<file path="src/rtl/pfsd_pkg.sv">
// Shared types and constants for the packet flood and scan detector.
// No dependencies; imported by the controller, datapath and top level.
package pfsd_pkg;

  localparam logic [15:0] IPV4_TYPE  = 16'h0800;
  localparam logic [7:0]  PROTO_TCP  = 8'd6;
  localparam logic [7:0]  PROTO_UDP  = 8'd17;
  localparam logic [7:0]  PROTO_ICMP = 8'd1;
  localparam int          FLAG_SYN_BIT = 1;
  localparam int          FLAG_ACK_BIT = 4;
  localparam logic [15:0] PORT_FTP    = 16'd21;
  localparam logic [15:0] PORT_TELNET = 16'd23;

  localparam logic [2:0] CLASS_NON_IPV4 = 3'd0;
  localparam logic [2:0] CLASS_TCP      = 3'd1;
  localparam logic [2:0] CLASS_UDP      = 3'd2;
  localparam logic [2:0] CLASS_ICMP     = 3'd3;
  localparam logic [2:0] CLASS_OTHER    = 3'd4;

  localparam logic [1:0] CFG_SYN_THR  = 2'd0;
  localparam logic [1:0] CFG_PORT_THR = 2'd1;
  localparam logic [1:0] CFG_ICMP_THR = 2'd2;
  localparam logic [1:0] CFG_STATS    = 2'd3;

  localparam logic [15:0] TALLY_MAX = 16'hFFFF;
  localparam logic [31:0] CNT_MAX   = 32'hFFFF_FFFF;

  typedef logic [15:0] svc_port_t [10];
  localparam svc_port_t SERVICE_PORTS = '{
    16'd80, 16'd443, 16'd53, 16'd21, 16'd22, 16'd23, 16'd25, 16'd110, 16'd143, 16'd8009
  };

  function automatic logic [3:0] service_of(input logic [15:0] port);
    logic [3:0] svc;
    svc = 4'd0;
    for (int i = 9; i >= 0; i--) begin
      if (SERVICE_PORTS[i] == port) svc = 4'(i + 1);
    end
    return svc;
  endfunction

  // controller -> datapath
  typedef struct packed {
    logic load;       // take input fields, bump counters
    logic clr_idx;    // restart source search
    logic rd_addr;    // read stored address at idx
    logic inc_idx;    // next entry
    logic take_hit;   // entry = idx
    logic alloc;      // new entry at fill
    logic mark_full;  // table full flag
    logic rd_entry;   // read tallies of entry
    logic upd_entry;  // update syn/icmp tally
    logic clr_k;      // restart port walk
    logic rd_port;    // read stored port k
    logic inc_k;      // next port
    logic port_new;   // port not in set: add if room
    logic port_old;   // port already in set
    logic finish;     // load result register
  } pfsd_cmd_t;

  // datapath -> controller
  typedef struct packed {
    logic tracked;
    logic is_tcp;
    logic idx_end;
    logic tbl_full;
    logic addr_hit;
    logic k_end;
    logic port_hit;
    logic res_free;
  } pfsd_stat_t;

endpackage

</file>
<file path="src/rtl/pfsd_ctrl.sv">
// Sequencing state machine of the detector.
// Depends on pfsd_pkg; drives the command struct of pfsd_datapath.
module pfsd_ctrl import pfsd_pkg::*; (
  input  logic       clk,
  input  logic       rst,
  input  logic       pkt_valid,
  output logic       pkt_stall,
  input  pfsd_stat_t stat,
  output pfsd_cmd_t  cmd
);

  typedef enum logic [3:0] {
    S_IDLE, S_CLASSIFY, S_LOOK, S_CMP, S_ENTRY, S_UPD, S_PSCAN, S_PCMP, S_FINISH
  } state_t;

  state_t state, state_next;

  always_ff @(posedge clk) begin
    if (rst) state <= S_IDLE;
    else     state <= state_next;
  end

  assign pkt_stall = (state != S_IDLE);

  always_comb begin
    cmd        = '0;
    state_next = state;
    case (state)
      S_IDLE: begin
        if (pkt_valid) begin
          cmd.load   = 1'b1;
          state_next = S_CLASSIFY;
        end
      end
      S_CLASSIFY: begin
        if (stat.tracked) begin
          cmd.clr_idx = 1'b1;
          state_next  = S_LOOK;
        end else begin
          state_next = S_FINISH;
        end
      end
      S_LOOK: begin
        if (stat.idx_end) begin
          if (stat.tbl_full) begin
            cmd.mark_full = 1'b1;
            state_next    = S_FINISH;
          end else begin
            cmd.alloc  = 1'b1;
            state_next = S_ENTRY;
          end
        end else begin
          cmd.rd_addr = 1'b1;
          state_next  = S_CMP;
        end
      end
      S_CMP: begin
        if (stat.addr_hit) begin
          cmd.take_hit = 1'b1;
          state_next   = S_ENTRY;
        end else begin
          cmd.inc_idx = 1'b1;
          state_next  = S_LOOK;
        end
      end
      S_ENTRY: begin
        cmd.rd_entry = 1'b1;
        state_next   = S_UPD;
      end
      S_UPD: begin
        cmd.upd_entry = 1'b1;
        if (stat.is_tcp) begin
          cmd.clr_k  = 1'b1;
          state_next = S_PSCAN;
        end else begin
          state_next = S_FINISH;
        end
      end
      S_PSCAN: begin
        if (stat.k_end) begin
          cmd.port_new = 1'b1;
          state_next   = S_FINISH;
        end else begin
          cmd.rd_port = 1'b1;
          state_next  = S_PCMP;
        end
      end
      S_PCMP: begin
        if (stat.port_hit) begin
          cmd.port_old = 1'b1;
          state_next   = S_FINISH;
        end else begin
          cmd.inc_k  = 1'b1;
          state_next = S_PSCAN;
        end
      end
      S_FINISH: begin
        if (stat.res_free) begin
          cmd.finish = 1'b1;
          state_next = S_IDLE;
        end
      end
      default: state_next = S_IDLE;
    endcase
  end

endmodule

</file>
<file path="config.mk">
export PLATFORM = sky130hd
export DESIGN_NAME = pfsd_ctrl
export DESIGN_NICKNAME = d
export VERILOG_FILES = /design/src/rtl/pfsd_pkg.sv /design/src/rtl/pfsd_ctrl.sv
export SDC_FILE = /design/constraint.sdc
export NUM_CORES = 1
export LEC_CHECK = 0
export BUFFER_PORTS_ARGS = -buffer_cell sky130_fd_sc_hd__buf_2
export CAP_MARGIN = 25
export CORE_AREA = 3 3 45 47
export CTS_CLUSTER_DIAMETER = 30
export DETAILED_ROUTE_END_ITERATION = 12
export DIE_AREA = 0 0 48 50
export SLEW_MARGIN = 10
export SYNTH_ARGS = -nofsm -noshare
export SYNTH_HDL_FRONTEND = slang
export SYNTH_SLANG_ARGS = --single-unit
</file>
<file path="constraint.sdc">
create_clock -name clk -period 1.6 [get_ports clk]
set_clock_uncertainty 0.15 [all_clocks]
set_input_delay 0.08 -clock clk [delete_from_list [all_inputs] [get_ports clk]]
set_output_delay 0.08 -clock clk [all_outputs]
set_load 0.1 [all_outputs]
</file>
# After elaboration in Yosys (flattened, before gate mapping)
# Index checks and enable logic that the tools add are counted.
# classes
add_sub_neg,0
multipliers,0
div_mod_pow,0
magnitude_cmp,0
eq_ne,10
shifts,0
n_mux,36
bitwise,0
n_reduce_logical,3
# op_table
operator,n
$pmux 4 s9,1
$mux 4,8
$mux 1,22
$eq 4x3->1 const B,4
$eq 4x2->1 const B,2
$mux 2,4
$eq 4x1->1 const B,1
$eq 4x4->1 const B,1
$logic_not 4->1,1
$ne 2x2->1 const B,2
$reduce_bool 4->1,1
$mux 3,1
$reduce_and 2->1,1
# word_totals
regBits,4
latchBits,0
ramBits,0
mem_bits_ro,0
mem_count,0

# Depth between registers and ports, before layout
# depth
depth_word,3
mapped_depth,5
ltp_nobuf,4

# Least setup slack after synthesis
# Ideal clock, no wire load.
# synth_path
kind,register to output
from,register state[3]
to,output port cmd[3] (netlist name)
arrival_time_ns,2.779
setup_slack_ns,-1.409
path_stages_with_launch,4
n_path_buf,1
cell_sequence,dfxtp_1 > buf_6 > or2b_4 > nor3_1
# synth_lines
element,line,text
from (decl),pfsd_ctrl.sv:16,"state_t state, state_next;"
from (signal assigned),pfsd_ctrl.sv:20,else state <= state_next;
to (decl),pfsd_ctrl.sv:9,output pfsd_cmd_t cmd

==> flow_summary.yaml <==
clocking:
  worst_setup_hold_path_clk_slew_ps: 40
  cts_made_buffers: 3
  clock_tree.root_cell: "clkbuf_4"
  clock_tree_sinks: 4
  cts_tree: "built"
  clock_tree.htree_level_count: 1
  ctsLongestPathBuffers: 2
  clk_latency_ps: 250
timing:
  rsz_0062_raised_after_global_routing: "yes"
  hold_viol: 0
  min_period_over_period_pct: 107
  timing.slew.headroom_pct: 78.0
  holdWs_ps: 59.6
  drv_slew: 0
  fin_ws_ps: -107
  measured_slew_at_the_worst_slew_check_pin_ps: 327
  finalWorstPathRequiredPeriod_ps: 1710
  report.final.setup_viol: 6
  fmax_ghz: 0.586
synth:
  synth_top_cell_by_area: "dfxtp_1"
  synth_mux_area_share_pct: 2.05
  main_combinational_cell_family_by_area_after_synthesis: "simple AND/OR/NAND/NOR gates"
  synthesis.area_um2: 489
  synth_fp_nets: 71
  synth.cells.most_frequent: "inv_1, nand2_1, nor2_1"
  ys.warnings.count: 0
  ys_seq_elements: 4
  synth_simple_gate_area_share_pct: 47.3
  number_of_enable_type_register_cells_in_the_synthesized_netlist: 0
  top_cells_by_area_synth: "dfxtp_1, nor3_2, buf_6"
  post_synth.cell_area_avg_um2: 8.15
  dominantRegCellSynth: "dfxtp_1"
  fraction_of_the_yosys_area_taken_by_sequential_cells_pct: 16.4
  synth-compound-area-share_pct: 20.5
  async_set_or_reset_flop_fraction_in_the_synthesized_netlist_pct: 0
  synth_fa_ha_area_share_pct: 0
  post-synth-top-count-cell: "inv_1"
  syn_inst: 60
  synth_largest_type_area_fraction_pct: 16.4
  synth_xor_area_share_pct: 0
  synth_cell_types: 27
global_routing:
  gr-total-overflow: 0
  pin_count_of_the_biggest_net_entering_global_routing: 12
  first_global_vias: 607
  gr-usage-all-layers_pct: 16.7
  number_of_antenna_violations_at_the_first_check_in_global_routing: 0
  first_pass_grt_wire_length_um: 2820
layout:
  largest_register_ff_count: 4
  final_core_utilization_pct: 69.3
  register_containing_the_most_flip_flops_in_the_final_layout: "state"
  n_antenna_cell: 0
  nets: 111
  fill_cells: 117
  flow.area_growth_from_synthesis_pct: 139
  final_layout_size_suffix_gt1_share_pct: 75.5
  post_layout_nonfiller_instances: 115
  biggestRegsByFlops: "state x4"
run:
  drv_cap: 0
critical_path:
  critical_path.reg2reg.endpoint: "state[2]$_SDFFE_PP0P_"
  reg2reg_setup_slack_ps: 90
  worst_r2r_startpoint: "state[3]$_SDFFE_PP0P_"
  endpoint_kind: "primary output"
  crit_path_max_incr_delay_ps: 350
  crit_type: "register to primary output"
  timing.critical_path.from_type: "register"
  crit_arrival_ps: 1480
  slowest_stage: "dfxtp_4"
  r2r_cells: 5
  critPathRequiredTime_ps: 1370
  crit_fanout: 4
  path_cells: "nor4b_4 -> nand2_1 -> or2_4 -> clkinvlp_4 -> buf_12"
status:
  status: "finished with violations"
  violated_checks: "setup timing"
power_and_ir_drop:
  power_leakage_nw: 0.475
  peakVddDrop_v: 0.000468
  p_total_mw: 0.657
  powerDensity_mw_per_mm2: 562
detailed_routing:
  detailed_route_wire_length_per_cell_um: 15.6
  drt_iter0_markers: 7
  via_per_inst: 5.21
  drt.antenna.violating_nets: 0
  dr_total_vias: 599
  drt_pass1_iterations: 4
  route.detailed.drc: 0
  totalWireLength_um: 1790
worst_hold_path:
  hold_path_end: "state[0]$_SDFFE_PP0P_"
  hp-start: "stat[2]"
  holdPathStages: 3
  worstHoldPathType: "primary input to register"
die:
  dieHeight_um: 50
  floorplan.io_pins: 27
  core_area_mm2: 0.00169
  fp.dieArea_mm2: 0.00240
  die_x_um: 48
  initial_core_util_pct: 29.0
  total_number_of_placement_rows: 15
placement:
  finalWeightedCongestion: 0.782
  dp_cells: 107
  place.port_buffers: 26
  place_worst_setup_slack_ps: 51.3
  dp_hpwl_um: 1210
cells by family after synthesis:
group                  count (synthesis)
and+or+nand+nor                       34
buffers and inverters                 11
AOI/OAI and AO/OA                     10
DFF                                    4
muxes                                  1
what timing repair did:
action                                 CTS  global route
hold buffers                             2             0
pin swaps                                8             8
resized for setup                       13            13
setup endpoints to repair               15            13
gates cloned                             0             0
setup buffers                            3             1
endpoints found under the hold margin    2             0
layout by cell type, fill, tap and decap left out, drive strengths merged, types with 2 or more instances in the layout:
| cell | n |
|---|---|
| buf | 37 |
| nor3 | 7 |
| nand2 | 6 |
| inv | 5 |
| nor2 | 5 |
| nor2b | 4 |
| dfxtp | 4 |
| and3 | 3 |
| clkbuf | 3 |
| nand2b | 2 |
| clkinvlp | 2 |
| a211o | 2 |
| a31oi | 2 |
| dlygate4sd3 | 2 |
how the worst max path moves through the flow:
stage,from,end,slack (ps),cells past startpoint
2_1_floorplan,state[3]$_SDFFE_PP0P_,state[1]$_SDFFE_PP0P_,-450,5
3_3_place_gp,state[0]$_SDFFE_PP0P_,cmd[9],70,5
3_5_place_dp,state[0]$_SDFFE_PP0P_,cmd[9],50,5
4_1_cts,state[2]$_SDFFE_PP0P_,cmd[9],-110,5
5_1_grt,state[3]$_SDFFE_PP0P_,cmd[9],-170,5
6_report,state[3]$_SDFFE_PP0P_,cmd[9],-110,5
metal layers:
metal / routed length (um) / vias to the layer above / share of wire, % / GRT usage (%)
met5: 0 / - / 0 / 0
met4: 39 / 0 / 2.2 / 8.07
met3: 66 / 4 / 3.7 / 3.65
met2: 987 / 19 / 55 / 25.6
met1: 699 / 287 / 39 / 21.2
li1: - / 289 / - / -
critical path: cells and delay by family (launching register included):
family	cells	cell delay, ps
buffers and inverters	2	240
flip-flops	1	350
AND/OR/NAND/NOR	3	630
layout make-up:
| class | instances | area (um^2) | share of cell area (%) |
|---|---|---|---|
| sequential | 4 | 92.6 | 7.91 |
| timing repair buffer | 39 | 505 | 43.2 |
| clock buffer | 3 | 22.5 | 1.93 |
| tap | 17 | 21.3 | 1.82 |
| inverter | 7 | 33.8 | 2.89 |
| multi-input combinational | 45 | 494 | 42.2 |
stage by stage:
| step | setup TNS (ps) | area, um^2 |
|---|---|---|
| 2_1_floorplan | -2730 | 587 |
| 3_5_place_dp | 0 | 1020 |
| 5_1_grt | -653 | 1170 |
| 3_3_place_gp | 0 | 1020 |
| 6_report | -269 | 1170 |
| 4_1_cts | -228 | 1120 |
where the power goes:
group	switching [mW]	total [mW]	internal (mW)	leakage, nW
logic	0.238	0.401	0.163	0.426
clock network	0.0525	0.137	0.0847	0.0138
registers	0.0119	0.119	0.107	0.0353
Note: power is estimated with default switching activity, not from simulation.
